[src/design/drm_pkg.sv]
// Shared constants, types and helper functions for the drag-to-rotation core.
// No dependencies; every other design file imports this package.
`default_nettype none

package drm_pkg;

   localparam int CORDIC_STEPS = 16;
   localparam int ATAN_ENTRIES = 24;
   localparam int STEPS = (CORDIC_STEPS > ATAN_ENTRIES) ? ATAN_ENTRIES : CORDIC_STEPS;

   localparam int ROOT_BITS = 32;   // length root, one bit per stage
   localparam int QUO_BITS  = 17;   // unit vector quotient, one bit per stage

   localparam logic signed [17:0] ONE_Q16      = 18'sd65536;
   localparam logic [23:0]        APU_RESET    = 24'd167772;
   localparam logic [29:0]        TURN_PER_RAD = 30'd683565276;  // 2^32 / (2 pi)

   // arctangent table in turns, Q0.32
   localparam logic [31:0] ATAN_TURNS [ATAN_ENTRIES] = '{
      32'h20000000, 32'h12E4051E, 32'h09FB385B, 32'h051111D4,
      32'h028B0D43, 32'h0145D7E1, 32'h00A2F61E, 32'h00517C55,
      32'h0028BE53, 32'h00145F2F, 32'h000A2F98, 32'h000517CC,
      32'h00028BE6, 32'h000145F3, 32'h0000A2FA, 32'h0000517D,
      32'h000028BE, 32'h0000145F, 32'h00000A30, 32'h00000518,
      32'h0000028C, 32'h00000146, 32'h000000A3, 32'h00000051
   };

   function automatic logic [63:0] isqrt64(input logic [63:0] num_arg);
      logic [63:0] num;
      logic [63:0] res;
      logic [63:0] bit_v;
      num   = num_arg;
      res   = '0;
      bit_v = 64'd1 << 62;
      for (int i = 0; i < 32; i++) begin
         if (num >= res + bit_v) begin
            num = num - (res + bit_v);
            res = (res >> 1) + bit_v;
         end else begin
            res = res >> 1;
         end
         bit_v = bit_v >> 2;
      end
      return res;
   endfunction

   // CORDIC gain in Q.28 after n steps
   function automatic logic [63:0] gain_q28(input int n);
      logic [63:0] k;
      logic [63:0] sq;
      k = 64'd1 << 28;
      for (int i = 0; i < ATAN_ENTRIES; i++) begin
         if (i < n) begin
            sq = k * k;
            sq = sq + (sq >> (2 * i));
            k  = isqrt64(sq);
         end
      end
      return k;
   endfunction

   localparam logic [63:0] GAIN_Q28 = gain_q28(STEPS);
   localparam logic [63:0] X0_Q30   = (64'd1 << 58) / GAIN_Q28;

   function automatic logic signed [17:0] cap_one(input logic signed [39:0] a);
      logic signed [17:0] r;
      if (a > 40'sd65536) begin
         r = ONE_Q16;
      end else if (a < -40'sd65536) begin
         r = -ONE_Q16;
      end else begin
         r = a[17:0];
      end
      return r;
   endfunction

   typedef logic signed [17:0] q16_type;

   typedef struct packed {
      logic        zero;
      logic        neg_x;
      logic        neg_y;
      logic [15:0] mag_x;
      logic [15:0] mag_y;
   } drag_type;

   typedef struct packed {
      logic        zero;
      logic [31:0] len;
      q16_type     ux;
      q16_type     uy;
   } unit_type;

   typedef struct packed {
      q16_type c;
      q16_type s;
   } trig_type;

endpackage

`default_nettype wire

[src/design/drm_isqrt.sv]
// Pipelined integer square root of the drag's sum of squares (its length), one root bit per stage.
// Depends on drm_pkg.
`default_nettype none

module drm_isqrt
   import drm_pkg::*;
(
   input  wire logic        clock,
   input  wire logic        reset,
   input  wire logic        en,
   input  wire logic        in_valid,
   input  wire drag_type    in_drag,
   input  wire logic [31:0] in_sumsq,
   output logic             out_valid,
   output drag_type         out_drag,
   output logic [31:0]      out_len
);

   logic        valid_ff [ROOT_BITS];
   drag_type    drag_ff  [ROOT_BITS];
   logic [35:0] rem_ff   [ROOT_BITS];
   logic [31:0] root_ff  [ROOT_BITS];
   logic [31:0] num_ff   [ROOT_BITS];

   for (genvar g = 0; g < ROOT_BITS; g++) begin : g_stage
      logic        v_src;
      drag_type    d_src;
      logic [35:0] rem_src;
      logic [31:0] root_src;
      logic [31:0] num_src;
      logic [35:0] rem_sh;
      logic [35:0] trial;
      logic [35:0] rem_in;
      logic [31:0] root_in;
      logic [31:0] num_in;

      if (g == 0) begin : g_first
         assign v_src    = in_valid;
         assign d_src    = in_drag;
         assign rem_src  = '0;
         assign root_src = '0;
         assign num_src  = in_sumsq;   // low 32 bits of the radicand are zero
      end else begin : g_next
         assign v_src    = valid_ff[g-1];
         assign d_src    = drag_ff[g-1];
         assign rem_src  = rem_ff[g-1];
         assign root_src = root_ff[g-1];
         assign num_src  = num_ff[g-1];
      end

      always_comb begin
         rem_sh = {rem_src[33:0], num_src[31:30]};
         trial  = {2'b00, root_src, 2'b01};
         num_in = {num_src[29:0], 2'b00};
         if (rem_sh >= trial) begin
            rem_in  = rem_sh - trial;
            root_in = {root_src[30:0], 1'b1};
         end else begin
            rem_in  = rem_sh;
            root_in = {root_src[30:0], 1'b0};
         end
      end

      always_ff @(posedge clock) begin
         if (reset) begin
            valid_ff[g] <= 1'b0;
         end else if (en) begin
            valid_ff[g] <= v_src;
         end
         if (en) begin
            drag_ff[g] <= d_src;
            rem_ff[g]  <= rem_in;
            root_ff[g] <= root_in;
            num_ff[g]  <= num_in;
         end
      end
   end

   assign out_valid = valid_ff[ROOT_BITS-1];
   assign out_drag  = drag_ff[ROOT_BITS-1];
   assign out_len   = root_ff[ROOT_BITS-1];

endmodule

`default_nettype wire

[config.mk]
export PLATFORM = sky130hd
export DESIGN_NAME = drm_isqrt
export DESIGN_NICKNAME = d
export VERILOG_FILES = /design/src/design/drm_pkg.sv /design/src/design/drm_isqrt.sv
export SDC_FILE = /design/constraint.sdc
export NUM_CORES = 2
export LEC_CHECK = 0
export BUFFER_PORTS_ARGS = -buffer_cell sky130_fd_sc_hd__buf_2
export CAP_MARGIN = 15
export CELL_PAD_IN_SITES_DETAIL_PLACEMENT = 1
export CELL_PAD_IN_SITES_GLOBAL_PLACEMENT = 2
export CORE_MARGIN = 4
export CORE_UTILIZATION = 40
export DETAILED_ROUTE_END_ITERATION = 10
export PLACE_DENSITY = 0.8
export SLEW_MARGIN = 5
export SYNTH_ARGS = -nofsm -noshare
export SYNTH_HDL_FRONTEND = slang
export SYNTH_MEMORY_MAX_BITS = 65536
export SYNTH_SLANG_ARGS = --single-unit
export TNS_END_PERCENT = 5
[constraint.sdc]
create_clock -name clock -period 7.17 [get_ports clock]
set_input_delay 1.434 -clock clock [delete_from_list [all_inputs] [get_ports clock]]
set_output_delay 1.434 -clock clock [all_outputs]
set_load 0.05 [all_outputs]
# After elaboration in Yosys (flattened, before gate mapping)
# Memory sizes are Yosys's and may differ from the RTL's.
# Index checks and enable logic that the tools add are counted.
# word_totals
register_bits	0
ram_bits	4288
inputBits	71
out_inout_bits	68
memories	5
# memory_table
name	depth	width	rd	rd_ports_with_merged_regs	write_ports	line	rtl
rem_ff	32	36	31	0	32	drm_isqrt.sv:21	logic [35:0] rem_ff [ROOT_BITS];
drag_ff	32	35	32	0	32	drm_isqrt.sv:20	drag_type drag_ff [ROOT_BITS];
root_ff	32	32	32	0	32	drm_isqrt.sv:22	logic [31:0] root_ff [ROOT_BITS];
num_ff	32	30	31	0	32	drm_isqrt.sv:23	logic [31:0] num_ff [ROOT_BITS];
valid_ff	32	1	32	0	32	drm_isqrt.sv:19	logic valid_ff [ROOT_BITS];
# classes
add_sub_neg	32
order_cmp	32
muxes	102
bitwise_logic	32
# ops
cell	count
two-way mux 36 bit	32
>= comparator 36 x 34 -> 1 bit	31
subtractor 36 x 34 -> 36 bit	31
two-way mux 1 bit	70
OR 1 bit	32
subtractor 2 x 1 -> 3 bit (second input constant)	1
>= comparator 2 x 1 -> 1 bit (second input constant)	1

# Longest topological paths before layout
# logic_depth
word_depth	4
mapped_depth	15
depth_no_buf	13

# Worst setup path before layout
# OpenSTA, ideal clock, no wires.
# synth_path
path_kind	flip-flop to flip-flop
startpoint	memory rem_ff[25][0], in the netlist rem_ff[1][324]
endpoint	memory rem_ff[26][2], in the netlist rem_ff[1][362], data pin
setup_time_ns	0.260
t_arrival_ns	3.645
setup_slack_ns	3.266
stages_incl_launch_ff	13
n_path_buf	2
cell_sequence	edfxtp_1 -> ha_1 -> fa_1 -> a211oi_1 -> nor4b_1 -> a2111oi_0 -> a211o_1 -> a21oi_1 -> a311oi_1 -> o211a_1 -> buf_2 -> buf_2 -> mux2_2
# synth_lines
item	line
start: declaration	drm_isqrt.sv:21

==> summary.md <==
The flow ran to the end, and the final reports show no timing, DRC or antenna violations. I/O pin count: 139. The horizontal extent of the die is 572 um, and the DRC violation count after routing is 0. The final worst-path cycle share works out to 71.0%.

In the final timing run, aggregate negative setup slack is 0 ns. The number of vias per cell is 5.15. The number of buffers added on ports was 138; the total number of nets in the final design was 10000. The area growth from synthesis to layout is 12.7%. Worst-case clock skew: 0.0666 ns.

In this run the worst setup path terminates at rem_ff[1][363]. STA classifies the critical path endpoint as a flip-flop. For this run, the detailed router's first-pass iteration total came to 5. The initial standard-cell utilization of the core was 40.3%; the switching power was 0.0125 W. The largest stage delay on the critical path works out to 0.96 ns. The source-to-sink clock delay at the later pin of the worst-skew pair was 0.92 ns. The H-tree depth reported by CTS is 5.

TritonCTS built the clock tree. Summed over all instances, the cell type with the most area after synthesis is sky130_fd_sc_hd__edfxtp_1. Setup repair after global routing left no endpoint under its margin. The number of pins exceeding their max-slew limit in the final report is 0. The post-CTS clock slew at the launch and capture registers of the worst setup and hold paths came out at 0.06 ns. The logs give 4 for the number of antenna violations at the first check in global routing and 34.8% for the part of the total power dissipated in the clock network.

Worst reg2reg path depth: 11. Combinational cells account for 16.5% of the total power. In this run the worst hold path is classified as reg2reg. The critical path runs through a total of 11 cells. Measured against its own limit, the worst slew margin works out to 21.5%. Data arrives at the worst endpoint at 5.73 ns.

The number of nets handed over by synthesis was 9718. The number of cells upsized or downsized after cts is 0, and the max-cap violation count is 0. The internal power component is 0.0336 W. The actual slew at the worst max-slew pin is 1.18 ns. Setup violations remaining at the end of the flow were counted as 0. Family of cells with the greatest summed delay on the critical path: compound AO/OA/AOI/OAI gates.

In this run the critical register-to-register path is captured at rem_ff[1][363]. Counting the buffers created by CTS gives 323. The run gives 328000 um^2 as the full die area.

The startpoint identified for the worst register-to-register timing path is rem_ff[1][324]. The height of the chip was 572 um. Yosys mapped the design onto 89 distinct sky130hd cell types. For flop-to-flop paths, the worst setup slack is 2.08 ns. The synthesized instance count was 9101; the global-route wire length before repair was 423 mm. Share of async-settable or async-resettable flops after synthesis: 0%. After synthesis, the cell types taking the most area are sky130_fd_sc_hd__edfxtp_1 69%, sky130_fd_sc_hd__ha_1 5.2%, sky130_fd_sc_hd__xnor2_1 2.8%. Tracing the worst setup path back leads to its startpoint at rem_ff[1][324]. Of the cells placed in the final design, the portion with a size suffix greater than 1 is 8.89%.

After synthesis the netlist holds a flip-flop and latch count of 2908. The slowest stage cell on the critical path was sky130_fd_sc_hd__a2111oi_0. After synthesis, the largest area contributor takes up 68.6% of total cell area.

STA classifies the critical path startpoint as a flip-flop. The tools report the area of the core as 316000 um^2. The power per cell area is 321 nW/um^2.

Commonest register cell after synthesis: sky130_fd_sc_hd__edfxtp_1. The final critical delay including setup and external delays came out at 5.09 ns. The sequential fraction of the synthesis area was 68.6%; the leakage power figure was 53.3 nW. For this run, the share of the core covered by cells in the final layout is 45.4%. Once detail routing completed, the nets flagged for antenna violations numbered 0. The run gives 133000 um^2 as the cell area after placement. The share of total power consumed by net switching was 27.1%; the synthesized area per cell was 14.0 um^2. At the end of routability-driven placement, the weighted congestion stood at 0.873.

By startpoint and endpoint, the worst setup path is classified as reg2reg. The signal on the critical path passes through ha_1 > fa_1 > a211oi_1 > nor4b_1 > a2111oi_0 > a211o_1 > a21oi_1 > a311oi_1 > o211a_1 > buf_4 > mux2_2. Once detailed placement completed, the half-perimeter wirelength came to 190 mm.

For this block, the initial DRC count from the detailed router was 4504. After floorplanning, the core was divided into 206 placement rows. The highest fanout seen on the critical path works out to 20. After routing the design area is 144000 um^2. Once the clock tree was built, the setup fixing pass inserted 0 buffers. Global routing used 16.1% of the available tracks across all layers. Derived from the worst setup path, the maximum achievable clock frequency is 196 MHz. The tools report the sequential power share as 48.7%. STA puts the critical path data required time at 7.80 ns. After global routing the overflow that remains totals 0. Count of hold buffers inserted by post-cts repair: 0.

The buffers plus inverters on the worst setup path came out at 1. The library cell used as clock root buffer is sky130_fd_sc_hd__clkbuf_16. Counting every sink on the clock net gives 2908.

IR analysis of the VDD net gives a maximum drop of 0.000210 V. The final layout contains routed wiring with a total length of 266 mm. The tools report the number of hold violations in the final report as 0.

Detailed routing inserted a total of 71400 vias. For the via count of the first global-routing pass, the log shows 75100. The longest clock path from root to sink contains 4 buffers. Entering global routing, the biggest net connects 203 pins. The mean routed wirelength per cell was 19.2 um. The mapped netlist covers 127000 um^2. For the Yosys warning count, the log shows 0. Counting flops with a built-in enable in the synthesized netlist gives 2908.
==> synthesized netlist by cell type, drive strengths merged (32+ instances only) <==
library cell and number:
edfxtp 2908, inv 674, nand2 558, ha 531, nor2 507, a21oi 501, o21ai 448, xnor2 414
xor2 379, a21o 249, nor3 204, nand3 155, clkbuf 139, mux2 117, nor4 117, o21a 99
or3 79, nand2b 76, nand4 76, nor2b 68, buf 59, and2 55, o21bai 53, or2 52
or4 49, a211oi 48, o31ai 48, a31oi 39, nand3b 36, and3 35, o211ai 32
==> cell usage in the layout, fill, tap and decap left out, types with 76 or more instances in the layout <==
cell type                   count
sky130_fd_sc_hd__xor2_1       379
sky130_fd_sc_hd__a21o_1       249
sky130_fd_sc_hd__nand3_1      154
sky130_fd_sc_hd__nand2b_1      76
sky130_fd_sc_hd__o21ai_0      443
sky130_fd_sc_hd__inv_1        674
sky130_fd_sc_hd__or3_1         78
sky130_fd_sc_hd__clkbuf_16    331
sky130_fd_sc_hd__o21a_1        99
sky130_fd_sc_hd__buf_2        137
sky130_fd_sc_hd__nand2_1      558
sky130_fd_sc_hd__ha_1         531
sky130_fd_sc_hd__nor4_1       116
sky130_fd_sc_hd__nor3_1       203
sky130_fd_sc_hd__a21oi_1      498
sky130_fd_sc_hd__nand4_1       76
sky130_fd_sc_hd__xnor2_1      414
sky130_fd_sc_hd__mux2_2       117
sky130_fd_sc_hd__edfxtp_1    2908
sky130_fd_sc_hd__nor2_1       505
==> per-stage QoR <==
stage / total power [W] / instances / hold slack [ns] / setup WS, ns
final: 0.0461 / 13800 / 0.367 / 2.08
after floorplan: 0.0276 / 9101 / 0.400 / 3.27
after CTS: 0.0467 / 13800 / 0.374 / 2.04
after global routing: 0.0485 / 13800 / 0.387 / 1.76
after global placement: 0.0300 / 13300 / 0.400 / 2.18
after detailed placement: 0.0304 / 13300 / 0.405 / 2.07
==> layout make-up <==
class	instances	area (um^2)
fill	31700	172000
multi-input combinational	5321	36700
inverter	674	2530
sequential	2908	87300
tap	4160	5200
clock buffer	384	8480
clock inverter	192	1820
timing repair buffer	203	1460
antenna	3	7.51
==> power groups by stage <==
| stage | combinational (W) | clock, W | sequential, W |
|---|---|---|---|
| 2_1_floorplan | 0.00548 | 0 | 0.0221 |
| 3_3_place_gp | 0.00731 | 0 | 0.0227 |
| 3_5_place_dp | 0.00756 | 0 | 0.0228 |
| 4_1_cts | 0.00762 | 0.0167 | 0.0225 |
| 5_1_grt | 0.00850 | 0.0174 | 0.0226 |
| 6_report | 0.00759 | 0.0160 | 0.0224 |
==> sequential cells by signal (all words and copies together), names as in the netlist <==
register  cells
rem_ff      988
root_ff     528
valid_ff     32
num_ff      240
drag_ff    1120
==> cell families (layout without fill, tap and decap cells) <==
group | Yosys count | after routing | synth area share, %
mux | 126 | 126 | 1.11
fa+ha+maj | 546 | 546 | 5.45
flops | 2908 | 2908 | 68.6
simple gates | 2162 | 2162 | 8.47
compound gates | 1693 | 1693 | 8.26
other cells | 1 | 4 | 0.00294
xor+xnor | 793 | 793 | 5.45
buf+inv | 872 | 1453 | 2.70
==> how the worst min path moves through the flow <==
stage	from	endpoint	slack, ns	cells past startpoint
2_1_floorplan	drag_ff[0][65]	drag_ff[0][100]	0.40	0
3_3_place_gp	drag_ff[1][503]	drag_ff[1][538]	0.40	0
3_5_place_dp	drag_ff[0][219]	drag_ff[0][254]	0.41	0
4_1_cts	drag_ff[0][527]	drag_ff[1][2]	0.37	0
5_1_grt	drag_ff[0][358]	drag_ff[0][393]	0.39	0
6_report	num_ff[0][234]	num_ff[0][266]	0.37	0
==> routing by layer <==
| layer | vias up | part of all wire, % | GRT usage, % |
|---|---|---|---|
| li1 | 34500 | - | - |
| met1 | 35400 | 45 | 21.8 |
| met2 | 1067 | 48 | 27.1 |
| met3 | 445 | 3.5 | 2.01 |
| met4 | 2 | 2.8 | 4.86 |
| met5 | - | 0.0049 | 0 |
Note: power is estimated with default switching activity, not from simulation.
