File: config.mk
export PLATFORM = sky130hd
export DESIGN_NAME = drm_unit
export DESIGN_NICKNAME = d
export VERILOG_FILES = /design/src/design/drm_pkg.sv /design/src/design/drm_unit.sv
export SDC_FILE = /design/constraint.sdc
export NUM_CORES = 2
export LEC_CHECK = 0
export ABC_CLOCK_PERIOD_IN_PS = 5150
export CORE_MARGIN = 3
export CORE_UTILIZATION = 58
export CTS_CLUSTER_SIZE = 20
export DETAILED_ROUTE_END_ITERATION = 8
export DONT_BUFFER_PORTS = 1
export PLACE_DENSITY = 0.82
export SYNTH_ARGS = -nofsm -noshare
export SYNTH_HDL_FRONTEND = slang
export SYNTH_SLANG_ARGS = --single-unit
File: constraint.sdc
create_clock -name clock -period 5.15 [get_ports clock]
set_input_delay 1.545 -clock clock [delete_from_list [all_inputs] [get_ports clock]]
set_output_delay 1.545 -clock clock [all_outputs]
set_load 0.05 [all_outputs]
File: src/design/drm_pkg.sv
// Shared constants, types and helper functions for the drag-to-rotation core.
// No dependencies; every other design file imports this package.
`default_nettype none

package drm_pkg;

   localparam int CORDIC_STEPS = 16;
   localparam int ATAN_ENTRIES = 24;
   localparam int STEPS = (CORDIC_STEPS > ATAN_ENTRIES) ? ATAN_ENTRIES : CORDIC_STEPS;

   localparam int ROOT_BITS = 32;   // length root, one bit per stage
   localparam int QUO_BITS  = 17;   // unit vector quotient, one bit per stage

   localparam logic signed [17:0] ONE_Q16      = 18'sd65536;
   localparam logic [23:0]        APU_RESET    = 24'd167772;
   localparam logic [29:0]        TURN_PER_RAD = 30'd683565276;  // 2^32 / (2 pi)

   // arctangent table in turns, Q0.32
   localparam logic [31:0] ATAN_TURNS [ATAN_ENTRIES] = '{
      32'h20000000, 32'h12E4051E, 32'h09FB385B, 32'h051111D4,
      32'h028B0D43, 32'h0145D7E1, 32'h00A2F61E, 32'h00517C55,
      32'h0028BE53, 32'h00145F2F, 32'h000A2F98, 32'h000517CC,
      32'h00028BE6, 32'h000145F3, 32'h0000A2FA, 32'h0000517D,
      32'h000028BE, 32'h0000145F, 32'h00000A30, 32'h00000518,
      32'h0000028C, 32'h00000146, 32'h000000A3, 32'h00000051
   };

   function automatic logic [63:0] isqrt64(input logic [63:0] num_arg);
      logic [63:0] num;
      logic [63:0] res;
      logic [63:0] bit_v;
      num   = num_arg;
      res   = '0;
      bit_v = 64'd1 << 62;
      for (int i = 0; i < 32; i++) begin
         if (num >= res + bit_v) begin
            num = num - (res + bit_v);
            res = (res >> 1) + bit_v;
         end else begin
            res = res >> 1;
         end
         bit_v = bit_v >> 2;
      end
      return res;
   endfunction

   // CORDIC gain in Q.28 after n steps
   function automatic logic [63:0] gain_q28(input int n);
      logic [63:0] k;
      logic [63:0] sq;
      k = 64'd1 << 28;
      for (int i = 0; i < ATAN_ENTRIES; i++) begin
         if (i < n) begin
            sq = k * k;
            sq = sq + (sq >> (2 * i));
            k  = isqrt64(sq);
         end
      end
      return k;
   endfunction

   localparam logic [63:0] GAIN_Q28 = gain_q28(STEPS);
   localparam logic [63:0] X0_Q30   = (64'd1 << 58) / GAIN_Q28;

   function automatic logic signed [17:0] cap_one(input logic signed [39:0] a);
      logic signed [17:0] r;
      if (a > 40'sd65536) begin
         r = ONE_Q16;
      end else if (a < -40'sd65536) begin
         r = -ONE_Q16;
      end else begin
         r = a[17:0];
      end
      return r;
   endfunction

   typedef logic signed [17:0] q16_type;

   typedef struct packed {
      logic        zero;
      logic        neg_x;
      logic        neg_y;
      logic [15:0] mag_x;
      logic [15:0] mag_y;
   } drag_type;

   typedef struct packed {
      logic        zero;
      logic [31:0] len;
      q16_type     ux;
      q16_type     uy;
   } unit_type;

   typedef struct packed {
      q16_type c;
      q16_type s;
   } trig_type;

endpackage

`default_nettype wire

File: src/design/drm_unit.sv
// Unit axis: two restoring dividers, |y|*2^32/len and |x|*2^32/len, one bit a stage.
// Depends on drm_pkg.
`default_nettype none

module drm_unit
   import drm_pkg::*;
(
   input  wire logic        clock,
   input  wire logic        reset,
   input  wire logic        en,
   input  wire logic        in_valid,
   input  wire drag_type    in_drag,
   input  wire logic [31:0] in_len,
   output logic             out_valid,
   output unit_type         out_unit
);

   // lane 0 divides |y| (gives ux), lane 1 divides |x| (gives uy)
   logic                valid_ff [QUO_BITS];
   drag_type            drag_ff  [QUO_BITS];
   logic [31:0]         len_ff   [QUO_BITS];
   logic [1:0][48:0]    rem_ff   [QUO_BITS];
   logic [1:0][QUO_BITS-1:0] quo_ff [QUO_BITS];

   for (genvar g = 0; g < QUO_BITS; g++) begin : g_stage
      localparam int SH = QUO_BITS - 1 - g;
      logic                     v_src;
      drag_type                 d_src;
      logic [31:0]              len_src;
      logic [1:0][48:0]         rem_src;
      logic [1:0][QUO_BITS-1:0] quo_src;
      logic [48:0]              dsh;
      logic [1:0][48:0]         rem_in;
      logic [1:0][QUO_BITS-1:0] quo_in;

      if (g == 0) begin : g_first
         assign v_src      = in_valid;
         assign d_src      = in_drag;
         assign len_src    = in_len;
         assign rem_src[0] = {1'b0, in_drag.mag_y, 32'd0};
         assign rem_src[1] = {1'b0, in_drag.mag_x, 32'd0};
         assign quo_src    = '0;
      end else begin : g_next
         assign v_src   = valid_ff[g-1];
         assign d_src   = drag_ff[g-1];
         assign len_src = len_ff[g-1];
         assign rem_src = rem_ff[g-1];
         assign quo_src = quo_ff[g-1];
      end

      always_comb begin
         dsh    = {17'd0, len_src} << SH;
         rem_in = rem_src;
         quo_in = quo_src;
         for (int l = 0; l < 2; l++) begin
            if (rem_src[l] >= dsh) begin
               rem_in[l]     = rem_src[l] - dsh;
               quo_in[l][SH] = 1'b1;
            end
         end
      end

      always_ff @(posedge clock) begin
         if (reset) begin
            valid_ff[g] <= 1'b0;
         end else if (en) begin
            valid_ff[g] <= v_src;
         end
         if (en) begin
            drag_ff[g] <= d_src;
            len_ff[g]  <= len_src;
            rem_ff[g]  <= rem_in;
            quo_ff[g]  <= quo_in;
         end
      end
   end

   logic [1:0][16:0] mag;
   drag_type         last;

   always_comb begin
      last = drag_ff[QUO_BITS-1];
      for (int l = 0; l < 2; l++) begin
         mag[l] = (quo_ff[QUO_BITS-1][l] > 17'd65536) ? 17'd65536 : quo_ff[QUO_BITS-1][l];
      end
      out_unit.zero = last.zero;
      out_unit.len  = len_ff[QUO_BITS-1];
      out_unit.ux   = last.neg_y ? -$signed({1'b0, mag[0]}) : $signed({1'b0, mag[0]});
      out_unit.uy   = last.neg_x ? -$signed({1'b0, mag[1]}) : $signed({1'b0, mag[1]});
   end

   assign out_valid = valid_ff[QUO_BITS-1];

endmodule

`default_nettype wire

## Word-level counts from Yosys, hierarchy flattened

Memory sizes are Yosys's and may differ from the RTL's.
Index checks and enable logic that the tools add are counted.

| storage, ports and cells | value |
|---|---|
| word-level logic and storage cells | 189 |
| memories kept | 5 |
| bits in latches | 0 |
| register bits after elaboration | 0 |
| RAM bits | 3400 |
| bits in read-only memories | 0 |
| output and inout bits | 70 |
| input bits | 71 |

Memory list:

| name | words | bits a word | rd ports | clocked after memory_dff | write ports | line | source |
|---|---|---|---|---|---|---|---|
| rem_ff | 17 | 98 | 16 | 0 | 17 | drm_unit.sv:22 | `logic [1:0][48:0] rem_ff [QUO_BITS];` |
| drag_ff | 17 | 35 | 17 | 0 | 17 | drm_unit.sv:20 | `drag_type drag_ff [QUO_BITS];` |
| quo_ff | 17 | 34 | 17 | 0 | 17 | drm_unit.sv:23 | `logic [1:0][QUO_BITS-1:0] quo_ff [QUO_BITS];` |
| len_ff | 17 | 32 | 17 | 0 | 17 | drm_unit.sv:21 | `logic [31:0] len_ff [QUO_BITS];` |
| valid_ff | 17 | 1 | 17 | 0 | 17 | drm_unit.sv:19 | `logic valid_ff [QUO_BITS];` |

| cells by class | value |
|---|---|
| add/subtract/negate cells | 36 |
| shift operators | 0 |
| div/mod/pow operators | 0 |
| bitwise gates (word level) | 17 |
| multiplexer cells | 95 |
| equal/unequal tests | 0 |
| $lt $le $gt $ge | 36 |
| $mul | 0 |
| reductions and logical operators | 0 |

Operators with widths:

| operator | count |
|---|---|
| 49-bit 2-to-1 mux | 34 |
| 49-bit by 32-bit greater-or-equal comparator with 1-bit output | 2 |
| 49-bit by 33-bit greater-or-equal comparator with 1-bit output | 2 |
| 49-bit by 34-bit greater-or-equal comparator with 1-bit output | 2 |
| 49-bit by 35-bit greater-or-equal comparator with 1-bit output | 2 |
| 49-bit by 36-bit greater-or-equal comparator with 1-bit output | 2 |
| 49-bit by 37-bit greater-or-equal comparator with 1-bit output | 2 |
| 49-bit by 38-bit greater-or-equal comparator with 1-bit output | 2 |
| 49-bit by 39-bit greater-or-equal comparator with 1-bit output | 2 |
| 49-bit by 40-bit greater-or-equal comparator with 1-bit output | 2 |
| 49-bit by 41-bit greater-or-equal comparator with 1-bit output | 2 |
| 49-bit by 42-bit greater-or-equal comparator with 1-bit output | 2 |
| 49-bit by 43-bit greater-or-equal comparator with 1-bit output | 2 |
| 49-bit by 44-bit greater-or-equal comparator with 1-bit output | 2 |
| 49-bit by 45-bit greater-or-equal comparator with 1-bit output | 2 |
| 49-bit by 46-bit greater-or-equal comparator with 1-bit output | 2 |
| 49-bit by 47-bit greater-or-equal comparator with 1-bit output | 2 |
| 48-bit by 48-bit subtractor with 49-bit output | 2 |
| 49-bit by 32-bit subtractor with 49-bit output | 2 |
| 49-bit by 33-bit subtractor with 49-bit output | 2 |
| 49-bit by 34-bit subtractor with 49-bit output | 2 |
| 49-bit by 35-bit subtractor with 49-bit output | 2 |
| 49-bit by 36-bit subtractor with 49-bit output | 2 |
| 49-bit by 37-bit subtractor with 49-bit output | 2 |
| other kinds (17) | 104 |

## Depth between registers and ports, before layout

An unclocked memory read counts as a cell.

| depth | value |
|---|---|
| word-level depth | 5 |
| gate-level depth with buffers | 15 |

## Least setup slack after synthesis

OpenSTA, ideal clock, no wires.

| timing | value |
|---|---|
| path type | flip-flop to output port |
| from | memory quo_ff[0][563] in the netlist's numbering |
| to | output out_unit[12] in the netlist's numbering |
| cell stages (with the launch flop) | 13 |
| slack | -0.679 ns |
| arrival time | 4.284 ns |
| buffers on the path | 0 |
| cells stage by stage | edfxtp_1 > or3_1 > or2_2 > or4_1 > or2_2 > or4_4 > o21ai_4 > nand2_1 > ha_1 > o21ai_0 > nand2_1 > o21a_1 > o21ai_0 |

RTL lines:

| element | line | source |
|---|---|---|
| start, declared | drm_unit.sv:23 |  |
| end, declared | drm_unit.sv:15 | `output unit_type out_unit` |

==> flow_summary.json <==
{
  "clk_path_buf_depth": 3,
  "p_leak_nw": 59.7,
  "tightest_slew_ns": 1.20,
  "endpoint_kind": "output port",
  "initial_core_util": 0.584,
  "violations": "negative setup slack",
  "switching_share": 0.394,
  "min_path_type": "reg -> reg",
  "rows": 179,
  "drc": 0,
  "clk_pin_slew_ns": 0.06,
  "synthCells": 13502,
  "area_delta_synth_final_pct": 9.53,
  "setup_slack_ns": -0.741,
  "p_switching_mw": 35.3,
  "ctsHoldBuffers": 0,
  "fp.dieH_um": 496,
  "drtAntennaViolNets": 0,
  "yosysMostFrequentCell": "edfxtp_1",
  "worstPathRequired_ns": 3.61,
  "yosys.area.top_type": "edfxtp_1",
  "crit_type": "reg -> out",
  "clockPowerShare": 0.189,
  "cts_tree": "yes",
  "grt_pass1_wl_um": 577000,
  "hold_viol_final": 0,
  "ys_warn_count": 0,
  "fill_cells": 18911,
  "gr-usage-all-layers": 0.305,
  "rsz0062_at_grt": "true",
  "finalPower_mw": 89.4,
  "drt-pass1-iter-count": 7,
  "ios": 141,
  "max_cap_viol_count": 0,
  "avgRoutedWirePerCell_um": 22.5,
  "peakVddDrop_mv": 0.349,
  "synth_commonest_cells": "edfxtp_1, a21oi_1, nand2_1",
  "clkLatencyLatePin_ns": 0.90,
  "powerDensity_nw_per_um2": 587,
  "syn_avg_cell_area_um2": 10.3,
  "p_int_mw": 54.2,
  "arrival_ns": 4.35,
  "grt_max_degree": 196,
  "fin_tns_setup_ns": -8.16,
  "synth_edf_count": 2214,
  "final_layout_size_suffix_gt1_frac": 0.0672,
  "die_area_um2": 246000,
  "antenna_found_initial": 10,
  "routed-via-count": 102150,
  "crit_fanout": 5,
  "cts_buffers": 232,
  "wl_um": 381000,
  "fin_skew_ns": 0.0550,
  "synth_top_area_share": 0.478,
  "cts.sinks": 2214,
  "start_kind": "flop",
  "synth.yosys.seq_area_share": 0.478,
  "core_um2": 238000,
  "async_flop_share": 0,
  "h-tree-depth": 4,
  "drt-initial-drc-count": 6294,
  "ys_dominant_reg_cell": "edfxtp_1",
  "outcome": "complete, but fails checks",
  "hpwlAfterDp_um": 301000,
  "p_seq_frac": 0.341,
  "period_needed_ns": 5.89,
  "port_buffers": 0,
  "grt_pass1_vias": 104851,
  "nets": 14730,
  "synth_area_um2": 139000,
  "grt_overflow": 0,
  "gp_congestion": 0.992,
  "report.final.slew_viol_count": 0,
  "ys_top_cells_by_area": "edfxtp_1, ha_1, a21oi_1",
  "place_inst": 16489,
  "synth_nets": 14660,
  "stdcell_count": 16964,
  "die_x_um": 496,
  "root_buffer": "clkbuf_16",
  "worst_slew_margin_rel": 0.200,
  "max_freq_mhz": 170,
  "fin_crit_sh": 1.14,
  "vias_per_cell": 6.02,
  "synth_seq_cells": 2214,
  "pwr-share-comb": 0.470,
  "ys_types": 101,
  "setup_viol": 14
}
[flip-flops by register name (all words and copies together) (netlist names)]
name and count:
quo_ff 306, rem_ff 1296, drag_ff 51, valid_ff 17
len_ff 544
[power by group through the flow]
stage | registers (mW) | logic, mW | clock network [mW]
4_1_cts | 30.4 | 41.6 | 17.2
2_1_floorplan | 29.3 | 30.3 | 0
3_3_place_gp | 30.7 | 41.0 | 0
6_report | 30.5 | 42.0 | 16.9
3_5_place_dp | 30.8 | 41.3 | 0
5_1_grt | 31.0 | 46.1 | 17.9
[stage by stage]
stage                     worst slack, ns  utilization  instance area [um^2]  hold WS [ns]
after floorplan                   -0.0816            -                139000         0.400
after global placement              -2.89        0.605                144000         0.400
after detailed placement            -3.15        0.605                144000         0.405
after CTS                          -0.769        0.639                152000         0.413
after global routing               -0.860        0.639                152000         0.418
final                              -0.741        0.639                152000         0.408
[worst max-delay path, cell delays in order (launching register included)]
cell      delay [ns]
edfxtp_1        0.41
or3_4           0.41
or2_4           0.24
or4_4           0.43
or2_4           0.26
or4_4           0.45
o21ai_4         0.21
nand2_2         0.11
ha_4            0.19
o21ai_4         0.09
nand2_4         0.11
buf_6           0.19
xor2_4          0.18
buf_12          0.15
[worst paths after layout]
path                                startpoint  cells past startpoint              end  slack, ns
worst max-delay path            quo_ff[0][564]                     13      out_unit[8]      -0.74
worst min-delay path            quo_ff[0][422]                      0   quo_ff[0][456]       0.41
worst max register to register  len_ff[0][416]                     12  rem_ff[0][1463]       0.55
worst min register to register  quo_ff[0][422]                      0   quo_ff[0][456]       0.41
[cell families after synthesis]
logic type	Yosys count	synth area share
AOI/OAI and AO/OA	3916	0.175
xor gates and xnor gates	1152	0.0725
adders and majority gates	1087	0.0994
buffers and inverters	1224	0.0333
DFF	2214	0.478
muxes	161	0.0130
and+or+nand+nor	3748	0.129
[placed cells by master, fill, tap and decap left out, drive strengths merged, types with 120 or more instances in the layout]
| master | synthesis | routed |
|---|---|---|
| a21o | 529 | 529 |
| buf | 52 | 238 |
| nand2b | 162 | 162 |
| nor3 | 243 | 243 |
| ha | 1057 | 1057 |
| o21ai | 1029 | 1029 |
| inv | 817 | 822 |
| nor2b | 140 | 140 |
| nand3 | 249 | 249 |
| mux2 | 156 | 156 |
| nand4 | 230 | 230 |
| o21bai | 148 | 148 |
| nor2 | 977 | 977 |
| a21oi | 1248 | 1248 |
| nor4 | 120 | 120 |
| nand2 | 1140 | 1140 |
| clkbuf | 355 | 285 |
| xor2 | 516 | 516 |
| o21a | 143 | 143 |
| xnor2 | 636 | 636 |
| edfxtp | 2214 | 2214 |
[metal layers]
metal,routed length (um),up-vias,part of all wire,track usage
met3,11100,1212,0.029,0.0293
met1,123000,47955,0.32,0.270
met5,0,-,0,0
li1,-,50163,-,-
met2,205000,2820,0.54,0.592
met4,42500,0,0.11,0.292
[final cells by class]
cell class / count / area [um^2] / area share
Antenna cell: 30 / 75.1 / 0.000493
Clock buffer: 285 / 6090 / 0.0400
Clock inverter: 144 / 1650 / 0.0108
Inverter: 817 / 3080 / 0.0202
Multi-Input combinational cell: 10064 / 68500 / 0.449
Sequential cell: 2214 / 66500 / 0.436
Tap cell: 3167 / 3960 / 0.0260
Timing Repair Buffer: 243 / 2590 / 0.0170
[repair_timing]
| action | in CTS | in global routing |
|---|---|---|
| gates resized for setup | 40 | 17 |
| buffers inserted | 10 | 1 |
| cloned | 6 | 0 |
| pin swaps | 12 | 5 |
| setup endpoints to repair | 774 | 131 |
Note: power is estimated with default switching activity, not from simulation.
